## config.mk

```make
export PLATFORM = sky130hd
export DESIGN_NAME = cxpc_obuf
export DESIGN_NICKNAME = d
export VERILOG_FILES = /design/src/hdl/cxpc_pkg.sv /design/src/hdl/cxpc_obuf.sv
export SDC_FILE = /design/constraint.sdc
export NUM_CORES = 1
export LEC_CHECK = 0
export ABC_AREA = 1
export ABC_CLOCK_PERIOD_IN_PS = 800
export CORE_AREA = 2 2 39 41
export DETAILED_ROUTE_END_ITERATION = 16
export DIE_AREA = 0 0 41 43
export DONT_BUFFER_PORTS = 1
export SLEW_MARGIN = 20
export SYNTH_ARGS = -nofsm -noshare
export SYNTH_HDL_FRONTEND = slang
export SYNTH_SLANG_ARGS = --single-unit
```

## constraint.sdc

```tcl
create_clock -name clk_i -period 0.8 [get_ports clk_i]
set_input_delay 0.04 -clock clk_i [delete_from_list [all_inputs] [get_ports clk_i]]
set_output_delay 0.04 -clock clk_i [all_outputs]
set_load 0.03 [all_outputs]
```

## src/hdl/cxpc_pkg.sv

```systemverilog
// Package for the chained XOR packet codec.
// Holds opcodes, register indexes, header constants and the result type.
// No dependencies.
package cxpc_pkg;

  typedef enum logic [1:0] {
    OP_LOAD   = 2'd0,
    OP_DRAIN  = 2'd1,
    OP_START  = 2'd2,
    OP_DECODE = 2'd3
  } op_e;

  localparam logic [1:0] CFG_FIXED_KEY  = 2'd0;
  localparam logic [1:0] CFG_RANDOM_KEY = 2'd1;
  localparam logic [1:0] CFG_ENCRYPT_EN = 2'd2;

  localparam logic [7:0] FIXED_KEY_RST  = 8'h32;
  localparam logic [7:0] RANDOM_KEY_RST = 8'h31;
  localparam logic       ENCRYPT_RST    = 1'b1;

  localparam logic [7:0] CODE_ENCRYPTED = 8'h77;
  localparam logic [7:0] CODE_PLAIN     = 8'hbb;
  localparam int unsigned HEADER_LEN    = 5;

  typedef struct packed {
    logic [7:0] data;
    logic       frame_end;
    logic       check_ok;
    logic       error;
  } result_t;

endpackage

```

## src/hdl/cxpc_obuf.sv

```systemverilog
// Output register of the packet codec between the core and the result channel.
// Depends on cxpc_pkg for the result type.
module cxpc_obuf (
  input  logic              clk_i,
  input  logic              rst_ni,
  input  logic              res_valid_i,
  input  cxpc_pkg::result_t res_i,
  input  logic              out_stall_i,
  output logic              out_valid_o,
  output cxpc_pkg::result_t res_o,
  output logic              free_o
);
  import cxpc_pkg::*;

  logic    valid_q;
  result_t res_q;

  assign free_o      = !valid_q || !out_stall_i;
  assign out_valid_o = valid_q;
  assign res_o       = res_q;

  always_ff @(posedge clk_i or negedge rst_ni) begin
    if (!rst_ni) begin
      valid_q <= 1'b0;
    end else if (res_valid_i) begin
      valid_q <= 1'b1;
    end else if (!out_stall_i) begin
      valid_q <= 1'b0;
    end
  end

  always_ff @(posedge clk_i) begin
    if (res_valid_i) begin
      res_q <= res_i;
    end
  end

endmodule

```

---- Yosys cells after proc, flatten, opt, wreduce, memory -nomap -nowiden ----
Index checks and enable logic that the tools add are counted.
cells by class
  equal/unequal tests ..................... 1
  add/subtract/negate cells ............... 0
  bitwise gates (word level) .............. 0
  reduce and logical (&&, ||, !) cells .... 3
  muxes and demuxes ....................... 2
  order comparisons ....................... 0
  multiply operators ...................... 0
  shift-type cells ........................ 0
  divide/modulo/power cells ............... 0
operators with widths
  operator                              count
  1-bit logical NOT                     2
  1-bit 2-to-1 mux                      2
  2-bit != test, second input constant  1
  1-bit logical OR                      1
storage, ports and cells
  input bits .............................. 15
  logic and storage cells ................. 11
  ROM bits ................................ 0
  bits in latches ......................... 0
  memories kept ........................... 0
  output and inout port bits .............. 13
  flip-flop bits (word level) ............. 12
  memory bits (writable) .................. 0

---- Logic depth before layout (Yosys ltp) ----
  depth in word-level cells ............... 2
  mapped depth ............................ 2
  depth with buffers taken out ............ 2

---- Least setup slack after synthesis ----
No wires, ideal clock.
  path kind ............................... register -> register
  start ................................... reg, netlist name out_valid_o
  end ..................................... reg valid_q, in the netlist out_valid_o
  slack ................................... -0.064 ns
  data required time ...................... 0.676 ns
  cell stages (with the launch flop) ...... 3
  period minus slack after synthesis ...... 0.864 ns
  arrival ................................. 0.739 ns
  library setup time ...................... 0.124 ns
  buffers on the path ..................... 0
  cells stage by stage .................... dfrtp_1 > nand2_2 > nand2_2
RTL lines
  element                 line             source
  end signal: assignment  cxpc_obuf.sv:24  valid_q <= 1'b0;
  end signal: assignment  cxpc_obuf.sv:26  valid_q <= 1'b1;
  end signal: assignment  cxpc_obuf.sv:28  valid_q <= 1'b0;
  end: declaration        cxpc_obuf.sv:15  logic valid_q;

---- Worst setup path after layout ----
  start ................................... reg valid_q, in the netlist out_valid_o
  end ..................................... out free_o
between the ends
  cells in the longest elaborated chain, start to end .. 2
ends and longest elaborated chain
  element            line             source
  1-bit logical NOT  cxpc_obuf.sv:18  assign free_o = !valid_q || !out_stall_i;
  1-bit logical OR   cxpc_obuf.sv:18
  end: declaration   cxpc_obuf.sv:11  output logic free_o
No other way between the ends.

==> metrics <==
placement row count 14; global-route congestion overflow total 0; Post-CTS Hold Fix Bufs 14; # port buffers 0; Setup crit start kind flop; net count after synthesis 30; actual slew at the worst max-slew pin 316 ps; Hold Path Depth 0; layout cell share with drive strength beyond 1 22.9%; critical path data arrival time 870 ps; hold_ws -119 ps; largest incremental delay on the critical path 420 ps; Die Wd 41 µm; core box area 1380 µm²; Critical Path, Cell by Cell nand2_4 > buf_12; FF-to-FF setup slack 160 ps; top cells by count, synth 11 x sky130_fd_sc_hd__edfxtp_1, 2 x sky130_fd_sc_hd__nand2_2, 1 x sky130_fd_sc_hd__dfrtp_1, 1 x sky130_fd_sc_hd__inv_1; end point of the worst hold path res_o[0]; non-filler cells, final 51; capturing element type of the critical path primary output; PnR worst setup slack -113 ps; final weighted congestion in routability-driven placement 0.578; final cycle utilization of the critical path 114%; number of cells traversed by the worst register-to-register path 2; Max-slew headroom 79.0%; Area contributors post-synth sky130_fd_sc_hd__edfxtp_1 89%, sky130_fd_sc_hd__dfrtp_1 6.7%, sky130_fd_sc_hd__nand2_2 3.4%; setup-violating endpoint count in the final report 13; maximum fanout along the worst path 2; number of global-route vias before repair 228; Total Neg Setup Slack -551 ps; CTS HTree Levels 1; die outline height 43 µm; most used flip-flop cell after synthesis sky130_fd_sc_hd__edfxtp_1; number of instances in the synthesized netlist 15; summed instance area of the synthesized netlist 372 µm²; Detail Route Antenna Nets 0; final hold vios 12; P&R area growth vs syn 59.3%; power density normalized to cell area 2250 nW/µm²; kind of path behind the tightest hold check primary input to flop; largest net degree at the start of global routing 13; number of sinks on the clock net 12; number of library cell types mapped by synthesis 4; share of the core filled with cells 42.8%; number of antenna violations at the first check in global routing 0; post-layout power 1330 µW; num ports 28; global-route wire length before repair 1020 µm; DRC violation count after routing 0; category of the critical setup timing path flop to primary output; Clock Latency Late Sink 260 ps; net total in the final layout 51; syn avg cell area 24.8 µm²; status finished, violations left; Crit path required time 760 ps; Fin Clk Skew 0 ps; wire length reported by the detailed router 707 µm; filler cell count 130; cell type contributing the most total cell area after synthesis sky130_fd_sc_hd__edfxtp_1; leakage 0.000220 µW; Resize count post-CTS 0; placed instance count 33; buffer count from post-CTS setup fixing 0; Worst R2R Start out_valid_o; effective utilization at floorplan 26.9%; largest vdd supply drop 872 µV; average detailed-routed wire length per instance 13.9 µm; number of clock buffers inserted by TritonCTS 3; final-report max-slew violation count 0; Slowest-stage cell, CP sky130_fd_sc_hd__dfrtp_2; top-count cell post-synth sky130_fd_sc_hd__edfxtp_1; clock period minus worst slack 913 ps; max-cap violation count 0; violations in the final reports negative hold slack, negative setup slack; worst reg2reg path endpoint out_valid_o; first drt pass iteration count 2; area share of the largest cell type after synthesis 88.9%; share of synthesized area occupied by flip-flops and latches 95.6%; Overall Global Routing Usage 9.19%; Achievable Freq 1100 MHz; flip-flop and latch count after synthesis 12; number of design-rule violations left by the first detailed-router iteration 2; count of flip-flops with a built-in enable after synthesis 11; Clock Path Buffers 2; clock tree from TritonCTS done; via count of the routed design 216; unrepaired setup endpoints after global routing yes; Clock Root Buffer sky130_fd_sc_hd__clkbuf_4; clock input transition at the sequential cells of the worst setup and hold paths 70 ps; count of inserted antenna diode cells 0; launch point of the worst hold path res_valid_i; DIE AREA 1760 µm²; Async S/R FF share, synth 8.33%; YS warnings 0; ratio of routed vias to standard cells 4.24
-- layout make-up --
cell class	count	area (µm²)	share of cell area, %
Inverter	1	3.75	0.634
Multi-Input combinational cell	2	17.5	2.96
Clock buffer	4	26.3	4.44
Tap cell	16	20.0	3.38
Sequential cell	12	357	60.3
Timing Repair Buffer	16	168	28.3
-- critical path, delay by kind of cell (launching register included) --
kind	cells	cell delay (ps)
AND/OR/NAND/NOR	1	80
buffers and inverters	1	110
flip-flops	1	420
-- cells in the final DEF, fill, tap and decap left out --
cell type | netlist | routed
sky130_fd_sc_hd__dlygate4sd3_1 | 0 | 14
sky130_fd_sc_hd__edfxtp_1 | 11 | 11
sky130_fd_sc_hd__clkbuf_4 | 0 | 3
sky130_fd_sc_hd__nand2_4 | 0 | 1
sky130_fd_sc_hd__inv_1 | 1 | 1
sky130_fd_sc_hd__nand2_2 | 2 | 1
sky130_fd_sc_hd__clkbuf_1 | 0 | 1
sky130_fd_sc_hd__dfrtp_2 | 0 | 1
sky130_fd_sc_hd__buf_12 | 0 | 1
sky130_fd_sc_hd__buf_4 | 0 | 1
-- sequential cells by signal, indices dropped and copies added (netlist names) --
signal	flops
out_valid_o	1
res_o	11
-- cells by family (layout without fill, tap and decap cells) --
family                 count (synthesis)  count (layout)  synth area share (%)
AND/OR/NAND/NOR                        2               2                  3.37
flip-flops                            12              12                  95.6
buffers and inverters                  1              21                  1.01
-- how the worst max path moves through the flow --
| stage | start | end | cells past startpoint |
|---|---|---|---|
| after global placement | out_valid_o | out_valid_o | 2 |
| final | out_valid_o | free_o | 2 |
| after floorplan | out_valid_o | out_valid_o | 2 |
| after CTS | out_valid_o | free_o | 2 |
| after global routing | out_valid_o | free_o | 2 |
| after detailed placement | out_valid_o | out_valid_o | 2 |
-- stage by stage --
step	cell area (µm²)	worst slack (ps)
floorplan	378	27.2
global placement	425	168
detailed placement	425	166
CTS	592	-127
global route	592	-147
finish	592	-113
-- routing by layer --
metal / track usage, % / up-vias / share of wire, %
met5: 0 / - / 0
met4: 4.00 / 0 / 0
met3: 4.71 / 0 / 12
met2: 13.8 / 20 / 51
met1: 10.5 / 101 / 36
li1: - / 95 / -
-- report_power, final --
part | total (µW) | leakage, µW | switching, µW | internal, µW
clock | 379 | 0.0000150 | 187 | 193
combinational | 98.3 | 0.0000876 | 31.7 | 66.6
sequential | 854 | 0.000118 | 111 | 744
total | 1330 | 0.000220 | 329 | 1000
No activity file was read; power rests on OpenSTA's default activity.
