[config.mk]
export PLATFORM = sky130hd
export DESIGN_NAME = cxpc_ctrl
export DESIGN_NICKNAME = d
export VERILOG_FILES = /design/src/hdl/cxpc_pkg.sv /design/src/hdl/cxpc_ctrl.sv
export SDC_FILE = /design/constraint.sdc
export NUM_CORES = 1
export LEC_CHECK = 0
export BUFFER_PORTS_ARGS = -buffer_cell sky130_fd_sc_hd__buf_2
export CORE_MARGIN = 4
export CORE_UTILIZATION = 60
export DETAILED_ROUTE_END_ITERATION = 8
export GPL_TIMING_DRIVEN = 1
export PLACE_DENSITY = 0.81
export REMOVE_ABC_BUFFERS = 1
export SYNTH_ARGS = -nofsm -noshare
export SYNTH_HDL_FRONTEND = slang
export SYNTH_SLANG_ARGS = --single-unit
[constraint.sdc]
create_clock -name clk_i -period 7.5 [get_ports clk_i]
set_input_delay 1.125 -clock clk_i [delete_from_list [all_inputs] [get_ports clk_i]]
set_output_delay 1.125 -clock clk_i [all_outputs]
set_load 0.005 [all_outputs]
[src/hdl/cxpc_pkg.sv]
// Package for the chained XOR packet codec.
// Holds opcodes, register indexes, header constants and the result type.
// No dependencies.
package cxpc_pkg;

  typedef enum logic [1:0] {
    OP_LOAD   = 2'd0,
    OP_DRAIN  = 2'd1,
    OP_START  = 2'd2,
    OP_DECODE = 2'd3
  } op_e;

  localparam logic [1:0] CFG_FIXED_KEY  = 2'd0;
  localparam logic [1:0] CFG_RANDOM_KEY = 2'd1;
  localparam logic [1:0] CFG_ENCRYPT_EN = 2'd2;

  localparam logic [7:0] FIXED_KEY_RST  = 8'h32;
  localparam logic [7:0] RANDOM_KEY_RST = 8'h31;
  localparam logic       ENCRYPT_RST    = 1'b1;

  localparam logic [7:0] CODE_ENCRYPTED = 8'h77;
  localparam logic [7:0] CODE_PLAIN     = 8'hbb;
  localparam int unsigned HEADER_LEN    = 5;

  typedef struct packed {
    logic [7:0] data;
    logic       frame_end;
    logic       check_ok;
    logic       error;
  } result_t;

endpackage

[src/hdl/cxpc_ctrl.sv]
// Control core of the packet codec: configuration, load, drain and decode.
// Reads and writes the payload buffer; depends on cxpc_pkg.
module cxpc_ctrl #(
  parameter int unsigned MAX_PAYLOAD = 1024,
  parameter int unsigned AW          = 10
) (
  input  logic              clk_i,
  input  logic              rst_ni,
  input  logic              cfg_valid_i,
  input  logic [1:0]        cfg_index_i,
  input  logic [7:0]        cfg_data_i,
  input  logic              in_valid_i,
  output logic              in_stall_o,
  input  logic [1:0]        opcode_i,
  input  logic [7:0]        data_byte_i,
  input  logic [7:0]        header_key_i,
  input  logic              last_byte_i,
  input  logic              out_free_i,
  output logic              res_valid_o,
  output cxpc_pkg::result_t res_o,
  output logic              we_o,
  output logic [AW-1:0]     waddr_o,
  output logic [7:0]        wdata_o,
  output logic              re_o,
  output logic [AW-1:0]     raddr_o,
  input  logic [7:0]        rdata_i
);
  import cxpc_pkg::*;

  localparam int unsigned CNT_W = $clog2(MAX_PAYLOAD + 1);
  localparam int unsigned POS_W = $clog2(MAX_PAYLOAD + HEADER_LEN);
  localparam int unsigned CMP_W = POS_W + 1;

  typedef enum logic {ST_IDLE, ST_READ} state_e;

  state_e           state_q, state_d;
  logic [CNT_W-1:0] cnt_q, cnt_d;
  logic [POS_W-1:0] dpos_q, dpos_d;
  logic [7:0]       sum_q, sum_d;
  logic [7:0]       inner_q, inner_d;
  logic [7:0]       outer_q, outer_d;
  logic [7:0]       dkey_q, dkey_d;
  logic [7:0]       exp_q, exp_d;
  logic [7:0]       decpos_q, decpos_d;
  logic [7:0]       fkey_q, fkey_d;
  logic [7:0]       rkey_q, rkey_d;
  logic             enc_q, enc_d;

  logic             accept;
  op_e              op;
  logic             load_ok;
  logic             drain_end;
  logic [15:0]      len16;
  logic [7:0]       enc_pos;
  logic [7:0]       raw;
  logic [7:0]       enc_p;
  logic [7:0]       enc_e;
  logic [7:0]       dec_pos;
  logic [7:0]       dec_p;
  logic [7:0]       dec_d;
  logic [7:0]       dec_exp;
  logic [7:0]       st_c1;
  logic             finish;
  logic [7:0]       fin_byte;

  assign in_stall_o = (state_q != ST_IDLE) || !out_free_i;
  assign accept     = in_valid_i && !in_stall_o;
  assign op         = op_e'(opcode_i);
  assign load_ok    = (cnt_q < CNT_W'(MAX_PAYLOAD)) && (dpos_q == '0);
  assign drain_end  = CMP_W'(dpos_q) >= (CMP_W'(cnt_q) + CMP_W'(HEADER_LEN - 1));
  assign len16      = 16'(cnt_q);

  assign enc_pos = 8'(dpos_q) - 8'd3;
  assign raw     = (state_q == ST_READ) ? rdata_i : sum_q;
  assign enc_p   = raw ^ (inner_q + rkey_q + enc_pos);
  assign enc_e   = enc_p ^ (outer_q + fkey_q + enc_pos);

  assign dec_pos = decpos_q + 8'd2;
  assign dec_p   = data_byte_i ^ (outer_q + fkey_q + dec_pos);
  assign dec_d   = dec_p ^ (inner_q + dkey_q + dec_pos);
  assign dec_exp = exp_q - dec_d;
  assign st_c1   = data_byte_i ^ (fkey_q + 8'd1);

  assign we_o    = accept && (op == OP_LOAD) && load_ok;
  assign waddr_o = AW'(cnt_q);
  assign wdata_o = data_byte_i;
  assign raddr_o = AW'(dpos_q - POS_W'(HEADER_LEN));

  always_comb begin
    state_d     = state_q;
    cnt_d       = cnt_q;
    dpos_d      = dpos_q;
    sum_d       = sum_q;
    inner_d     = inner_q;
    outer_d     = outer_q;
    dkey_d      = dkey_q;
    exp_d       = exp_q;
    decpos_d    = decpos_q;
    fkey_d      = fkey_q;
    rkey_d      = rkey_q;
    enc_d       = enc_q;
    res_valid_o = 1'b0;
    res_o       = '0;
    re_o        = 1'b0;
    finish      = 1'b0;
    fin_byte    = '0;

    if (cfg_valid_i) begin
      case (cfg_index_i)
        CFG_FIXED_KEY:  fkey_d = cfg_data_i;
        CFG_RANDOM_KEY: rkey_d = cfg_data_i;
        CFG_ENCRYPT_EN: enc_d  = cfg_data_i[0];
        default: ;
      endcase
    end

    case (state_q)
      ST_IDLE: begin
        if (accept) begin
          case (op)
            OP_LOAD: begin
              if (load_ok) begin
                cnt_d = cnt_q + CNT_W'(1);
                sum_d = sum_q + data_byte_i;
              end else begin
                res_valid_o = 1'b1;
                res_o.error = 1'b1;
              end
            end
            OP_DRAIN: begin
              if (cnt_q == '0) begin
                res_valid_o = 1'b1;
                res_o.error = 1'b1;
              end else if (dpos_q >= POS_W'(HEADER_LEN)) begin
                re_o    = 1'b1;
                state_d = ST_READ;
              end else begin
                finish = 1'b1;
                case (dpos_q)
                  POS_W'(0): begin
                    inner_d  = '0;
                    outer_d  = '0;
                    fin_byte = enc_q ? CODE_ENCRYPTED : CODE_PLAIN;
                  end
                  POS_W'(1): fin_byte = len16[7:0];
                  POS_W'(2): fin_byte = len16[15:8];
                  POS_W'(3): fin_byte = rkey_q;
                  default: begin
                    if (enc_q) begin
                      fin_byte = enc_e;
                      inner_d  = enc_p;
                      outer_d  = enc_e;
                    end else begin
                      fin_byte = raw;
                    end
                  end
                endcase
              end
            end
            OP_START: begin
              dkey_d   = header_key_i;
              outer_d  = data_byte_i;
              inner_d  = st_c1;
              exp_d    = st_c1 ^ (header_key_i + 8'd1);
              decpos_d = '0;
            end
            default: begin
              outer_d         = data_byte_i;
              inner_d         = dec_p;
              exp_d           = dec_exp;
              decpos_d        = decpos_q + 8'd1;
              res_valid_o     = 1'b1;
              res_o.data      = dec_d;
              res_o.frame_end = last_byte_i;
              res_o.check_ok  = last_byte_i && (dec_exp == '0);
            end
          endcase
        end
      end
      default: begin
        finish  = 1'b1;
        state_d = ST_IDLE;
        if (enc_q) begin
          fin_byte = enc_e;
          inner_d  = enc_p;
          outer_d  = enc_e;
        end else begin
          fin_byte = raw;
        end
      end
    endcase

    if (finish) begin
      res_valid_o     = 1'b1;
      res_o.data      = fin_byte;
      res_o.frame_end = drain_end;
      if (drain_end) begin
        cnt_d  = '0;
        dpos_d = '0;
        sum_d  = '0;
      end else begin
        dpos_d = dpos_q + POS_W'(1);
      end
    end
  end

  always_ff @(posedge clk_i or negedge rst_ni) begin
    if (!rst_ni) begin
      state_q  <= ST_IDLE;
      cnt_q    <= '0;
      dpos_q   <= '0;
      sum_q    <= '0;
      inner_q  <= '0;
      outer_q  <= '0;
      dkey_q   <= '0;
      exp_q    <= '0;
      decpos_q <= '0;
      fkey_q   <= FIXED_KEY_RST;
      rkey_q   <= RANDOM_KEY_RST;
      enc_q    <= ENCRYPT_RST;
    end else begin
      state_q  <= state_d;
      cnt_q    <= cnt_d;
      dpos_q   <= dpos_d;
      sum_q    <= sum_d;
      inner_q  <= inner_d;
      outer_q  <= outer_d;
      dkey_q   <= dkey_d;
      exp_q    <= exp_d;
      decpos_q <= decpos_d;
      fkey_q   <= fkey_d;
      rkey_q   <= rkey_d;
      enc_q    <= enc_d;
    end
  end

endmodule

# After elaboration in Yosys (flattened, before gate mapping)
# Index checks and enable logic that the tools add are counted.
[classes]
add_sub_neg = 18
order_cmp = 3
n_eq_ne = 11
muxes = 59
bitwise = 8
reduce_logical = 23
[op_table]
columns = ["cell", "n"]
rows = [
  ["8-bit two-way mux", 24],
  ["11-bit two-way mux", 9],
  ["8-bit one-hot mux with 2 select lines", 5],
  ["8-bit adder", 8],
  ["8-bit bitwise XOR", 6],
  ["8-bit one-hot mux with 4 select lines", 1],
  ["8-bit by 1-bit adder with 8-bit output, second input constant", 3],
  ["8-bit one-hot mux with 3 select lines", 1],
  ["11-bit by 1-bit adder with 11-bit output, second input constant", 2],
  ["11-bit by 2-bit == test with 1-bit output, second input constant", 2],
  ["11-bit zero test", 2],
  ["1-bit two-way mux", 15],
  ["11-bit by 3-bit adder with 12-bit output, second input constant", 1],
  ["11-bit by 12-bit >= comparator with 1-bit output", 1],
  ["11-bit by 1-bit == test with 1-bit output, second input constant", 1],
  ["11-bit by 3-bit >= comparator with 1-bit output, second input constant", 1],
  ["11-bit < comparator, second input constant", 1],
  ["10-bit two-way mux", 1],
  ["10-bit by 3-bit subtractor with 10-bit output, second input constant", 1],
  ["9-bit two-way mux", 1],
  ["3-bit != test, second input constant", 3],
  ["8-bit by 2-bit adder with 8-bit output, second input constant", 1],
  ["8-bit zero test", 1],
  ["8-bit by 2-bit subtractor with 8-bit output, second input constant", 1],
  ["17 further kinds", 30],
]
[totals]
reg_bits = 88

# Depth between registers and ports, before layout
[depth]
depth_word = 12
depth_mapped = 19

# Least setup slack after synthesis
# OpenSTA, ideal clock, no wires.
[synth_timing]
path_kind = "reg2out"
start = "register fkey_q[0]"
end = "output res_o[1] (netlist bit)"
arrival_time_ps = 3897
required_ps = 6375
path_slack_ps = 2478
stages_incl_launch_ff = 18
cell_sequence = "dfrtp_1 > ha_1 > fa_1 > a21o_1 > a21oi_1 > xnor2_1 > ha_1 > a21oi_1 > o21ai_1 > xnor2_1 > xnor2_1 > ha_1 > or2_2 > a21oi_1 > a31oi_1 > xor2_1 > xnor2_1 > nor4_1"
[synth_rtl]
columns = ["item", "line", "text"]
rows = [
  ["from (decl)", "cxpc_ctrl.sv:45", "logic [7:0] fkey_q, fkey_d;"],
  ["from (signal assigned)", "cxpc_ctrl.sv:231", "fkey_q <= fkey_d;"],
  ["to (decl)", "cxpc_ctrl.sv:20", "output cxpc_pkg::result_t res_o,"],
]

==> results_dict.tcl <==
set metrics [dict create \
    critPathMaxStageDelay_ns 0.49 \
    synthMuxAreaShare_pct 5.29 \
    rsz0062_at_grt "no" \
    yosysWarnings 0 \
    ys_seq_elements 88 \
    final_cell_mix "xnor2_1 (100), nand2_1 (89), buf_2 (83)" \
    crit_path_end_kind "primary output" \
    cp-start-kind "flop" \
    hold_buffers 0 \
    wl_per_cell_um 20.3 \
    slew_headroom_pct 21.0 \
    dr_total_vias 7475 \
    post_cts_resized 0 \
    crit_chain "ha_1 > xor2_1 > inv_1 > fa_1 > inv_1 > ha_1 > a21o_1 > a21oi_1 > xnor2_1 > xnor2_1 > ha_1 > or2_2 > a21oi_1 > a31oi_1 > xor2_1 > xnor2_1 > nor4_1 > buf_2" \
    max_freq_ghz 0.160 \
    slowest_stage "fa_1" \
    gp_congestion 1.01 \
    grt_overflow 0 \
    fill_cells 1183 \
    worstMarginPinSlew_ns 1.18 \
    synth_edf_count 0 \
    ys.flop_type "dfrtp_1" \
    syn_area_um2 8720 \
    grt_max_degree 49 \
    final_max_slew_viol_count 0 \
    dp_hpwl_mm 19.5 \
    synth_xor_area_share_pct 15.8 \
    numCtsBuffers 9 \
    async_flop_share_pct 100 \
    vias_per_cell 6.16 \
    syn_inst 986 \
    die_y_um 129 \
    die_area_um2 16500 \
    first_pass_iters 6 \
    boundaryPins 85 \
    setup_viol 0 \
    insertion_delay_ns 0.36 \
    worst-setup-path-type "reg -> out" \
    status "complete, no violations" \
    crit_required_ns 6.38 \
    wl_mm 24.6 \
    finalHoldViolations 0 \
    synthAdderAreaFrac_pct 15.7 \
    clock_path_buffers 2 \
    fin_cells 1214 \
    power_density_nw_per_um2 494 \
    coreArea_um2 14000 \
    synth-compound-area-share_pct 15.3 \
    cts_tree "done" \
    clk_root_buffer_cell "clkbuf_16" \
    finalCritPeriodShare_pct 83.3 \
    yosys.area_share.simple_pct 16.2 \
    worstPathArrival_ns 5.12 \
    p_leak_nw 4.32 \
    post-route-util_pct 67.1 \
    top_regs "cnt_q (11), dpos_q (11)" \
    num_antenna_cells 0 \
    cts.sinks 88 \
    dpl-instance-area_um2 9090 \
    syn_area_per_cell_um2 8.84 \
    fin_setup_tns_ns 0 \
    drc_errors 0 \
    min_path_type "reg -> reg" \
    ant_nets 0 \
    finClkSkew_ns 0.0115 \
    final_common_cell "xnor2_1" \
    cts_setup_buffers 0 \
    drt_iter0_markers 699 \
    grt_pass1_vias 7334 \
    cp_max_fo 6 \
    die_x_um 129 \
    antenna_found_initial 0 \
    cts.htree.levels 3 \
    power_mw 4.65 \
    portBuffers 84 \
    drive_gt1_share_pct 14.9 \
    grt_use_total_pct 30.8 \
    maxCapViolations 0 \
    dp.cells 1198 \
    grt_pass1_wl_mm 39.5 \
    synth.yosys.seq_area_share_pct 25.4 \
    num_rows 43 \
    fin_area_um2 9420 \
    synth_top_family_by_area "simple AND/OR/NAND/NOR gates" \
    yosysUniqueCellTypes 72 \
    ir_drop_mv 0.332 \
    syn_to_final_growth_pct 8.02 \
    final_nets 1168 \
    clk_pin_slew_ns 0.07 \
    start_util_pct 62.1 \
    fin_crit_ns 6.25 \
]
cells in the mapped netlist, drive strengths merged, types with 13 or more instances:
cell | count | share of area [%]
o21ai | 48 | 2.8
mux2i | 18 | 2.1
buf | 36 | 2.7
mux2 | 25 | 3.2
a21oi | 63 | 3.6
xnor2 | 100 | 10
nand3 | 32 | 1.8
dfrtp | 81 | 23
xor2 | 49 | 4.9
inv | 65 | 2.8
nor2 | 71 | 3.2
clkbuf | 19 | 0.82
fa | 21 | 4.8
ha | 76 | 11
nor3 | 19 | 1.2
a21o | 14 | 1.2
nand2 | 89 | 3.8
a22oi | 13 | 1.1
cell type report:
cell class	instances	area, µm²	area share [%]
flip-flops and latches	88	2210	23.5
clock inverters	4	76.3	0.810
multi-input cells	778	5960	63.3
well taps	180	225	2.39
inverters	65	244	2.59
clock buffers	12	256	2.72
repair buffers	87	445	4.73
final timing paths:
| check | startpoint | end | slack [ns] | cells after the start |
|---|---|---|---|---|
| worst max register to register | decpos_q[2] | exp_q[7] | 2.62 | 18 |
| worst max-delay path | decpos_q[2] | res_o[1] | 1.25 | 18 |
| min in group asynchronous | rst_ni | cnt_q[7] | 0.72 | 1 |
| worst min-delay path | outer_q[3] | outer_q[3] | 0.50 | 2 |
| worst min register to register | outer_q[3] | outer_q[3] | 0.50 | 2 |
| max in group asynchronous | rst_ni | dkey_q[7] | 5.70 | 2 |
cell families after synthesis:
group           Yosys count
compound gates          207
xor+xnor                152
mux                      43
buf+inv                 120
simple gates            279
fa+ha+maj                97
flops                    88
report_power, final:
group	total [mW]	internal, mW	leakage [nW]	switching [mW]
Sequential	0.687	0.571	1.10	0.116
Combinational	3.45	1.47	3.05	1.98
Clock	0.513	0.311	0.159	0.202
Total	4.65	2.35	4.32	2.30
per-layer routing:
metal | global-route usage, % | vias to the layer above | share of wire (%)
met5 | 0 | - | 0
met3 | 7.85 | 67 | 9.7
met2 | 48.8 | 378 | 45
li1 | - | 3491 | -
met1 | 40.8 | 3539 | 41
met4 | 12.0 | 0 | 3.9
through the flow:
stage | setup WS (ns) | hold slack [ns]
after floorplan | 2.48 | 0.456
after global placement | 1.87 | 0.475
after detailed placement | 1.74 | 0.485
after CTS | 1.32 | 0.503
after global routing | 0.889 | 0.514
final | 1.25 | 0.501
worst max-delay path: cells and delay by family (launching register included):
family | cells | cell delay, ns
buffers and inverters | 3 | 0.30
AND/OR/NAND/NOR | 2 | 0.60
AO/OA/AOI/OAI | 4 | 0.62
XOR/XNOR | 5 | 1.32
adder cells (fa/ha/maj) | 4 | 1.48
flip-flops | 1 | 0.42
No activity file was read; power rests on OpenSTA's default activity.
